<file path="src/hw/rtl/dret_pkg.sv">
`timescale 1ns / 1ps
package dret_pkg;

    localparam int TARGET_BITS = 256;
    localparam int LIMB_W      = 32;
    localparam int SPAN_W      = 35;
    localparam int CFG_IDX_W   = 3;

    // Division chain: quotient bits settled per cell, and cell count
    localparam int CELL_QBITS  = 4;
    localparam int NUM_CELLS   = TARGET_BITS / CELL_QBITS;

    // Pipeline stages up to done: expansion, two product stages, one per
    // cell, two encode stages
    localparam int PIPE_LAT    = NUM_CELLS + 5;

    // Register indexes
    localparam logic [CFG_IDX_W-1:0] REG_TIMESPAN = 3'd0;
    localparam logic [CFG_IDX_W-1:0] REG_HOLD     = 3'd1;
    localparam logic [CFG_IDX_W-1:0] REG_LIMIT0   = 3'd2;
    localparam logic [CFG_IDX_W-1:0] REG_LIMIT1   = 3'd3;
    localparam logic [CFG_IDX_W-1:0] REG_LIMIT2   = 3'd4;
    localparam logic [CFG_IDX_W-1:0] REG_LIMIT3   = 3'd5;

    // Control word handed down the division chain
    typedef struct packed {
        logic        vld;
        logic        hold;
        logic        zdiv;
        logic [31:0] prev;
    } dret_ctl_t;

endpackage

</file>
<file path="src/hw/rtl/dret_encode.sv">
`timescale 1ns / 1ps
// Limit clamp then compact encoding (or the previous bits in hold mode), two register stages.
module dret_encode (
    input  logic                clk,
    input  logic                rst_n,
    input  dret_pkg::dret_ctl_t ctl_in,
    input  logic [255:0]        quo_in,
    input  logic [255:0]        limit,
    output logic                done,
    output logic [31:0]         bits
);
    import dret_pkg::*;

    logic         vld1_reg, vld2_reg;
    logic         hold1_reg;
    logic [31:0]  prev1_reg;
    logic [255:0] val_reg;
    logic [255:0] val_next;
    logic [31:0]  bits_reg, bits_next;

    // Clamp to limit; zero divisor means all ones
    always_comb
    begin
        logic [255:0] q;
        q = ctl_in.zdiv ? '1 : quo_in;
        val_next = (q > limit) ? limit : q;
    end

    // Byte length and 24-bit mantissa pick
    always_comb
    begin
        logic [5:0]   size;
        logic [6:0]   sz;
        logic [255:0] sh;
        logic [23:0]  mant;
        size = '0;
        for (int k = 0; k < 32; k++)
            if (val_reg[k*8 +: 8] != 8'd0)
                size = 6'(k + 1);
        if (size <= 6'd3)
        begin
            sh = val_reg << (5'(3 - size) * 8);
        end
        else
        begin
            sh = val_reg >> ({2'b0, size - 6'd3} * 8);
        end
        mant = sh[23:0];
        sz   = {1'b0, size};
        if (mant[23])
        begin
            mant = {8'd0, mant[23:8]};
            sz   = sz + 7'd1;
        end
        bits_next = hold1_reg ? prev1_reg : {1'b0, sz, mant};
    end

    always_ff @(posedge clk or negedge rst_n)
    begin
        if (!rst_n)
        begin
            vld1_reg <= 1'b0;
            vld2_reg <= 1'b0;
        end
        else
        begin
            vld1_reg <= ctl_in.vld;
            vld2_reg <= vld1_reg;
        end
    end

    always_ff @(posedge clk)
    begin
        hold1_reg <= ctl_in.hold;
        prev1_reg <= ctl_in.prev;
        val_reg   <= val_next;
        bits_reg  <= bits_next;
    end

    assign done = vld2_reg;
    assign bits = bits_reg;
endmodule

</file>
<file path="config.mk">
export PLATFORM = sky130hd
export DESIGN_NAME = dret_encode
export DESIGN_NICKNAME = d
export VERILOG_FILES = /design/src/hw/rtl/dret_pkg.sv /design/src/hw/rtl/dret_encode.sv
export SDC_FILE = /design/constraint.sdc
export NUM_CORES = 1
export LEC_CHECK = 0
export ABC_AREA = 1
export BUFFER_PORTS_ARGS = -buffer_cell sky130_fd_sc_hd__buf_2
export CAP_MARGIN = 40
export CORE_MARGIN = 2
export CORE_UTILIZATION = 40
export CTS_CLUSTER_SIZE = 8
export DETAILED_ROUTE_END_ITERATION = 8
export PLACE_DENSITY = 0.76
export SLEW_MARGIN = 20
export SYNTH_ARGS = -nofsm -noshare
export SYNTH_HDL_FRONTEND = slang
export SYNTH_SLANG_ARGS = --single-unit
</file>
<file path="constraint.sdc">
create_clock -name clk -period 4.2 [get_ports clk]
set_input_delay 0.21 -clock clk [delete_from_list [all_inputs] [get_ports clk]]
set_output_delay 0.21 -clock clk [all_outputs]
set_load 0.1 [all_outputs]
</file>
* Yosys cells after proc, flatten, opt, wreduce, memory -nomap -nowiden *
Cells that the tools add are included.

word-level totals
  output and inout bits = 33
  word-level logic and storage cells = 84
  bits in registers = 323

cells by class
  add/subtract/negate cells = 3
  reductions and logical operators = 32
  magnitude comparators = 2
  multiplexer cells = 38
  shift operators = 2

operators with widths
  operator               count
  $mux W256              2
  $gt A256 B256 Y1       1
  $reduce_bool A8 Y1     32
  $shl A256 B8 Y24       1
  $shr A256 B9 Y24       1
  $mux W6                30
  $mux W31               1
  $mux W24               1
  $mux W23               1
  $add A6 B1 Y7 const B  1
  $mux W7                1
  $le A6 B2 Y1 const B   1
  $sub A6 B2 Y6 const B  1
  $sub A2 B5 Y5 const A  1
  $mux W2                1
  $mux W1                1

* Longest topological paths before layout *
Gate-level depths: netlist of run 1.

  word-level depth = 38
  gate-level depth with buffers = 52
  mapped depth without buffers = 50

* Least setup slack after synthesis of run 1 *
No wires, ideal clock.

  path kind = register to register
  start = register val_reg[13]
  end = register bits_reg[11], in the netlist bits[11]
  path buffers = 4
  setup slack = -175 ps
  arrival time = 4255 ps
  required time = 4081 ps
  stages on the path, launching flop included = 49
  setup time = 119 ps
  path through = dfxtp_1 > nor2_1 > nand2_1 > nor2_2 > nand2_1 > nand2_1 > nand2_1 > nand2_1 > nand2_1 > nand2_1 > nand2_1 > nand2_1 > nand2_1 > nand2_1 > nand2_1 > nand2_1 > nand2_1 > nand2_1 > [... 13 more ...] > nand2_2 > nand2_4 > a21oi_4 > buf_2 > buf_2 > ha_1 > xor2_1 > clkinv_1 > nor2_1 > buf_2 > clkbuf_1 > nand2_1 > nand4_1 > nand3_1 > nand3_1 > nand2_1 > nand2_1 > nand3_1

on the way
  cells in the longest elaborated chain, start to end = 37
  elaborated cells on any way between the ends = 40
  those cells by class = 2 x add/sub; 1 x order compare; 2 x shift; 34 x mux; 1 x reduce/logical

RTL lines
  item                                                  RTL line                              source
  start: declaration                                    dret_encode.sv:17                     logic [255:0] val_reg;
  start signal: assignment                              dret_encode.sv:76                     val_reg <= val_next;
  $reduce_bool A8 Y1 (*)                                dret_encode.sv:38                     if (val_reg[k*8 +: 8] != 8'd0)
  $mux W2 (*)                                           dret_encode.sv:38
  $mux W6 (*) (30 in a row)                             dret_encode.sv:38
  $sub A6 B2 Y6 or $sub A2 B5 Y5 (tied branches)        dret_encode.sv:46, dret_encode.sv:42
  $shr A256 B9 Y24 or $shl A256 B8 Y24 (tied branches)  dret_encode.sv:46, dret_encode.sv:42
  $mux W24 (*)                                          dret_encode.sv:40                     if (size <= 6'd3)
  $mux W23 (*)                                          dret_encode.sv:50                     if (mant[23])
  $mux W31 (*)                                          dret_encode.sv:55                     bits_next = hold1_reg ? prev1_reg : {1'b0, sz, mant};
  via bits_next[11]                                     dret_encode.sv:19                     logic [31:0] bits_reg, bits_next;
  end signal: assignment                                dret_encode.sv:77                     bits_reg <= bits_next;
  end: declaration                                      dret_encode.sv:19

The timed path passes the listed nets; every way through them passes the cells marked *.
A chain may end at the register's enable or synchronous reset.

* Final worst setup path of run 1 *
  start = register val_reg[12]
  end = register bits_reg[14], in the netlist bits[14]

Same word-level chain as after synthesis.

==> results.tsv, run 1 <==
stage	metric	value	unit
final_layout	most frequent cells in the layout	1,153 x nand2_1, 580 x buf_2, 545 x nand3_1	
setup_path	FF-to-FF Start	val_reg[12]	
cts	deepest clock path buffer count	3	
synthesis	Syn Std Cell Area	25700	sq um
synthesis	Mapped Nets	4857	
timing	RSZ-0062 raised after global routing	true	
detailed_routing	average wire per standard cell	20.0	microns
floorplan	Die ar.	66400	sq um
timing	final setup vio count	29	
cts	worst skew pair latency	0.57	ns
power	LEAKAGE	19.1	nW
global_route	first-pass GRT wire length	182	mm
detailed_routing	vias per cell	5.54	
synthesis	count of cell types in the netlist	55	
hold_path	Hold WC Path Type	in -> reg	
place	buffers added on ports	581	
setup_path	delay-heaviest family, CP	simple AND/OR/NAND/NOR gates	
final_layout	P&R area growth vs syn	44.8	%
hold_path	HP Start	limit[92]	
cts	CTS Sinks	323	
synthesis	main combinational cell family by area after synthesis	simple AND/OR/NAND/NOR gates	
global_route	gr ovfl total	0	
final_layout	Largest register FFs	256	
setup_path	CP Class	reg -> reg	
timing	min cycle time layout	4.36	ns
setup_path	Crit Path Max Fanout	8	
synthesis	ys flop type	dfxtp_1	
place	DP HPWL	88.4	mm
setup_path	Critical Path Start	val_reg[12]	
floorplan	Die Height	258	microns
synthesis	Synth Area in XOR/XNOR	0.00136	
global_route	initial antenna violation count	14	
synthesis	Post-Synthesis Cells	4049	
detailed_routing	router iterations before antenna repair	8	
setup_path	Crit. End Element	flip-flop	
detailed_routing	ANT nets after route	0	
timing	worst hold slack	0.0145	ns
floorplan	Core Footprint	63300	sq um
synthesis	Post-Synth Adder-Cell Area	0.126	
final_layout	Seq. cell area	6480	sq um
status	status	finished with violations	
final_layout	fin area	37300	sq um
final_layout	layout cell share with drive strength beyond 1	0.262	
power	Power Dens Cells	305	nW/um^2
cts	H-tree lvl count	2	
synthesis	mean post-synth cell area	6.36	sq um
cts	CTS clock-pin slew for the worst setup and hold paths	0.05	ns
setup_path	Critical Path AT	4.79	ns
timing	final hold vios	0	
place	Area after DPL	32000	sq um
floorplan	Rows	92	
timing	slew margin rel.	0.459	
global_route	largest net degree at the start of global routing	101	
global_route	vias in the first global route	33000	
setup_path	Crit path required time	4.63	ns
power	Worst IR Drop VDD	232	uV
synthesis	ys async rst share	0.00619	
setup_path	crit-path most repeated cell	nand2_1	
job	max_cap viols	0	
floorplan	Initial Util	0.407	
final_layout	Fillers	5708	
final_layout	commonest non-fill, non-tap cell in the layout	nand2_1	
floorplan	Die W	258	microns
place	Placer Congestion	1.06	
detailed_routing	drt initial violations	4202	
synthesis	post-synthesis mux area share	0.000778	
floorplan	I/O pins	582	
final_layout	Layout Nets	5996	
detailed_routing	DR vias	33500	
timing	final period utilization	1.04	
timing	Worst Tran Pin Value	0.810	ns
synthesis	Syn. warnings	0	
synthesis	Synth Area in Simple Gates	0.404	
final_layout	final core utilization	0.589	
cts	CTS tree	yes	
status	violated checks	setup timing	
final_layout	multi-input combinational cell area	17100	sq um
setup_path	WP buf/inv	3	
cts	root buf cell	clkbuf_16	
global_route	GR Util All Layers	0.348	
detailed_routing	DRC	0	
timing	final setup TNS	-3.44	ns
cts	CTS Buf Count	46	
setup_path	crit path max-delay cell type	dfxtp_2	
timing	Max Fclk	229	MHz
synthesis	Post-synth EDFFs	0	
synthesis	register area share after synthesis	0.252	
timing	fin worst setup slack	-0.162	ns
synthesis	Yosys reg bits	323	
timing	Slew Viols, Final	0	
setup_path	max incr delay on CP	0.32	ns
setup_path	critical path startpoint category	flip-flop	
timing	worst setup skew after layout	0.0276	ns
synthesis	complex-gate fraction of the synthesized area	0.116	
detailed_routing	final wirelength	121	mm
## area by class of cell
type,instances,area share
Sequential cell,323,0.174
Clock buffer,48,0.0317
Timing Repair Buffer,1307,0.263
Inverter,421,0.0425
Clock inverter,3,0.00107
Tap cell,846,0.0284
Antenna cell,7,0.000470
Multi-Input combinational cell,3089,0.459
## metrics by stage
stage          instances  worst slack (ns)  power [mW]
6_report            6044            -0.162        11.3
5_1_grt             6040            -0.668        11.9
4_1_cts             6027           -0.0637        11.1
3_5_place_dp        5628            -0.266        7.52
3_3_place_gp        5628            -0.308        7.48
2_1_floorplan       4049          -0.00274        5.87
## synth_stat cells, drive strengths merged, types with 56 or more instances
master,instances,area share
a21oi,113,0.022
buf,97,0.021
clkbuf,122,0.018
dfxtp,321,0.25
ha,259,0.13
inv,419,0.061
nand2,1175,0.17
nand3,565,0.11
nand4,60,0.015
nor2,128,0.020
nor4,56,0.014
o21ai,315,0.061
or2,257,0.062
## worst register-to-register path, delay by kind of cell (launching register included)
family | cells | cell delay [ns]
buffers and inverters | 3 | 0.37
AOI/OAI and AO/OA | 1 | 0.16
adders and majority gates | 1 | 0.19
DFF | 1 | 0.32
xor gates and xnor gates | 1 | 0.18
and+or+nand+nor | 41 | 2.98
## where the power goes
group	total, mW	leakage, nW	internal (mW)	switching, mW
clock	3.24	0.594	1.96	1.28
combinational	4.15	15.7	1.73	2.42
sequential	3.96	2.73	3.54	0.422
## cell families after synthesis
group	count (synthesis)
compound gates	535
xor+xnor	4
fa+ha+maj	259
buf+inv	640
flops	323
mux	2
simple gates	2286
## what timing repair did
| item | 4_1_cts | 5_1_grt |
|---|---|---|
| buffers inserted | 2 | 6 |
| resized for setup | 27 | 58 |
| hold buffers | 343 | 1 |
| setup endpoints to repair | 29 | 79 |
| endpoints found under the hold margin | 209 | 1 |
| cloned | 3 | 4 |
| pin swaps | 16 | 31 |
## final timing paths
kind | slack [ns] | end | depth (start not counted)
max | -0.16 | bits[14] | 47
min | 0.01 | val_reg[92] | 3
max reg2reg | -0.16 | bits[14] | 47
min reg2reg | 0.36 | done | 0
max in group asynchronous | 3.58 | done | 3
min in group asynchronous | 0.50 | vld1_reg | 3
## layer usage
layer,routed length [microns],track usage,vias up
met4,7370,0.183,6
met1,49400,0.450,15100
li1,-,-,15600
met3,12500,0.0874,592
met2,51800,0.533,2204
met5,40,0,-
Note: power is estimated with default switching activity, not from simulation.
==> inputs of run 2 (changes only) <==
--- a/config.mk
+++ b/config.mk
@@ -5,7 +5,6 @@
 export SDC_FILE = /design/constraint.sdc
 export NUM_CORES = 1
 export LEC_CHECK = 0
-export ABC_AREA = 1
 export BUFFER_PORTS_ARGS = -buffer_cell sky130_fd_sc_hd__buf_2
 export CAP_MARGIN = 40
 export CORE_MARGIN = 2
==> results.tsv, run 2 <==
stage	metric	value	unit
synthesis	Mapped Nets	3749	
floorplan	Die Height	262	microns
timing	final hold vios	3	
power	Power Dens Cells	280	nW/um^2
setup_path	r2r setup slk	-0.87	ns
detailed_routing	DR vias	34400	
setup_path	end of the worst register-to-register path	bits[10]	
final_layout	most frequent cells in the layout	647 x buf_4, 564 x buf_2, 493 x dlygate4sd3_1	
cts	CTS Sinks	323	
place	Area after DPL	35200	sq um
power	Internal	8.03	mW
cts	H-tree lvl count	2	
synthesis	Yosys top cell by area	dfxtp_1	
hold_path	Hold WC Path Type	in -> reg	
power	Sequential Power Share	0.308	
hold_path	hold path endpoint	val_reg[114]	
global_route	initial antenna violation count	16	
hold_path	HP Start	limit[114]	
synthesis	Post-Synthesis Cells	2941	
final_layout	layout cell share with drive strength beyond 1	0.474	
timing	Slew Viols, Final	0	
synthesis	ys flop type	dfxtp_1	
place	DP HPWL	98.0	mm
detailed_routing	drt initial violations	4451	
status	status	finished with violations	
detailed_routing	DRC	0	
detailed_routing	final wirelength	155	mm
final_layout	multi-input combinational cell area	20000	sq um
synthesis	mean post-synth cell area	9.03	sq um
synthesis	Post-synth EDFFs	0	
final_layout	Fillers	4665	
cts	CTS tree	yes	
setup_path	Critical Path AT	5.51	ns
hold_path	hold path cells	2	
power	Clock power frac	0.278	
global_route	first-pass GRT wire length	216	mm
cts	CTS clock-pin slew for the worst setup and hold paths	0.06	ns
place	placed cells	4890	
cts	root buf cell	clkbuf_16	
synthesis	register area share after synthesis	0.244	
synthesis	ys async rst share	0.00619	
setup_path	critical path startpoint category	flip-flop	
timing	fin worst setup slack	-0.867	ns
place	Setup WS pre-CTS	-0.919	ns
cts	deepest clock path buffer count	3	
synthesis	Syn. warnings	0	
power	switching share of power	0.355	
detailed_routing	vias per cell	6.21	
final_layout	Seq. cell area	6480	sq um
job	max_cap viols	0	
global_route	vias in the first global route	35000	
timing	final setup vio count	285	
power	LEAKAGE	20.7	nW
final_layout	non-filler cells, final	5537	
synthesis	Syn Std Cell Area	26600	sq um
setup_path	Crit path required time	4.64	ns
setup_path	CP Class	reg -> reg	
global_route	GR Util All Layers	0.422	
detailed_routing	average wire per standard cell	28.1	microns
global_route	gr ovfl total	0	
global_route	largest net degree at the start of global routing	59	
floorplan	Rows	94	
timing	min cycle time layout	5.07	ns
power	total design power	12.4	mW
cts	worst skew pair latency	0.60	ns
power	Comb pwr share	0.414	
status	violated checks	hold timing, setup timing	
place	Placer Congestion	1.04	
timing	worst hold slack	-0.0138	ns
synthesis	synth top area cells	dfxtp_1 24%, ha_1 12%, mux2_2 11%	
power	sw power	4.42	mW
final_layout	Largest register FFs	256	
cts	CTS Buf Count	47	
timing	final setup TNS	-85.78	ns
floorplan	Die ar.	68500	sq um
synthesis	top cell type's share of synthesized area	0.242	
setup_path	Crit Path Max Fanout	6	
synthesis	Post-synth top cells	321 x dfxtp_1, 268 x mux2_2, 268 x nand2_1, 265 x inv_1, 259 x ha_1	
timing	worst setup skew after layout	0.0499	ns
detailed_routing	ANT nets after route	0	
synthesis	count leader, synth	dfxtp_1	
floorplan	Die W	262	microns
detailed_routing	router iterations before antenna repair	9	
synthesis	Yosys reg bits	323	
setup_path	FF-to-FF Start	val_reg[43]	
timing	Max Fclk	197	MHz
floorplan	Initial Util	0.404	
place	buffers added on ports	581	
setup_path	Crit. End Element	flip-flop	
final_layout	fin area	44500	sq um
final_layout	commonest non-fill, non-tap cell in the layout	buf_4	
timing	Worst Tran Pin Value	0.937	ns
power	Worst IR Drop VDD	279	uV
floorplan	I/O pins	582	
final_layout	Layout Nets	5459	
floorplan	Core Footprint	65700	sq um
setup_path	Worst R2R Path Depth	20	
timing	slew margin rel.	0.370	
synthesis	count of cell types in the netlist	103	
timing	final period utilization	1.21	
timing	RSZ-0062 raised after global routing	true	
final_layout	P&R area growth vs syn	67.4	%
## run 2: changes by cell type after synthesis, moves of 92 or more
cell,previous run,this run
nand3_1,564,51
a21o_1,4,141
inv_1,417,265
o21ai_0,300,53
mux2i_1,2,94
mux2_2,0,268
nand2_1,1168,268
## run 2: power groups by stage
stage | logic (mW) | clock network (mW) | registers, mW
global route | 5.32 | 3.59 | 3.84
floorplan | 1.71 | 0 | 4.02
global placement | 3.81 | 0 | 3.84
CTS | 4.44 | 3.38 | 3.79
detailed placement | 3.86 | 0 | 3.84
finish | 5.16 | 3.46 | 3.83
## run 2: metrics by stage
step	util	hold WS, ns
floorplan	-	-0.0856
global placement	0.535	-0.00159
detailed placement	0.535	0.000498
CTS	0.648	0.0000118
global route	0.676	0.00346
finish	0.676	-0.0138
## run 2: final cells by class
class	instances	share of cell area
flip-flops and latches	323	0.146
diodes	16	0.000901
multi-input cells	2195	0.449
clock buffers	51	0.0270
clock inverters	4	0.000535
inverters	267	0.0226
well taps	864	0.0243
repair buffers	1817	0.330
## run 2: worst max-delay path, cell delays in order (launching register included)
cell and delay [ns]:
dfxtp_1 0.39, nor4_1 0.62, and2_1 0.41, o211a_4 0.22, o2111ai_4 0.18, a21oi_2 0.17
o31a_2 0.17, ha_4 0.20, nand3_2 0.09, or3_4 0.41, nand3_4 0.16, nand2_2 0.08
a21oi_2 0.14, buf_4 0.15, o211ai_1 0.21, a311oi_4 0.39, buf_4 0.18, nor2_4 0.07
buf_6 0.16, or3_1 0.36, o221a_2 0.14
## run 2: cells by family after synthesis
group	after synthesis	share of synthesized area
compound gates	535	0.145
flops	323	0.244
buf+inv	425	0.0703
fa+ha+maj	259	0.122
xor+xnor	7	0.00231
mux	449	0.225
simple gates	943	0.191
## run 2: per-layer routing
metal  wire length, microns  GRT usage  vias up
met5                    187     0.0146        -
met4                  14100      0.289       18
met3                  20000      0.152     1245
met2                  66600      0.642     3019
met1                  54700      0.496    16000
li1                       -          -    14100
## run 2: worst max path at each step
| stage | slack [ns] | to | start |
|---|---|---|---|
| detailed placement | -0.92 | bits[2] | val_reg[31] |
| CTS | -0.63 | bits[1] | val_reg[1] |
| finish | -0.87 | bits[10] | val_reg[43] |
| floorplan | -0.53 | bits[5] | val_reg[1] |
| global placement | -0.86 | bits[1] | val_reg[1] |
| global route | -0.90 | bits[4] | val_reg[26] |
## run 2: what timing repair did
item / in CTS / in global routing
endpoints found under the setup margin: 258 / 285
pin swaps: 44 / 84
hold endpoints to repair: 292 / 0
gates cloned: 11 / 12
gates resized for setup: 126 / 254
hold buffers: 509 / 0
buffers inserted: 31 / 35
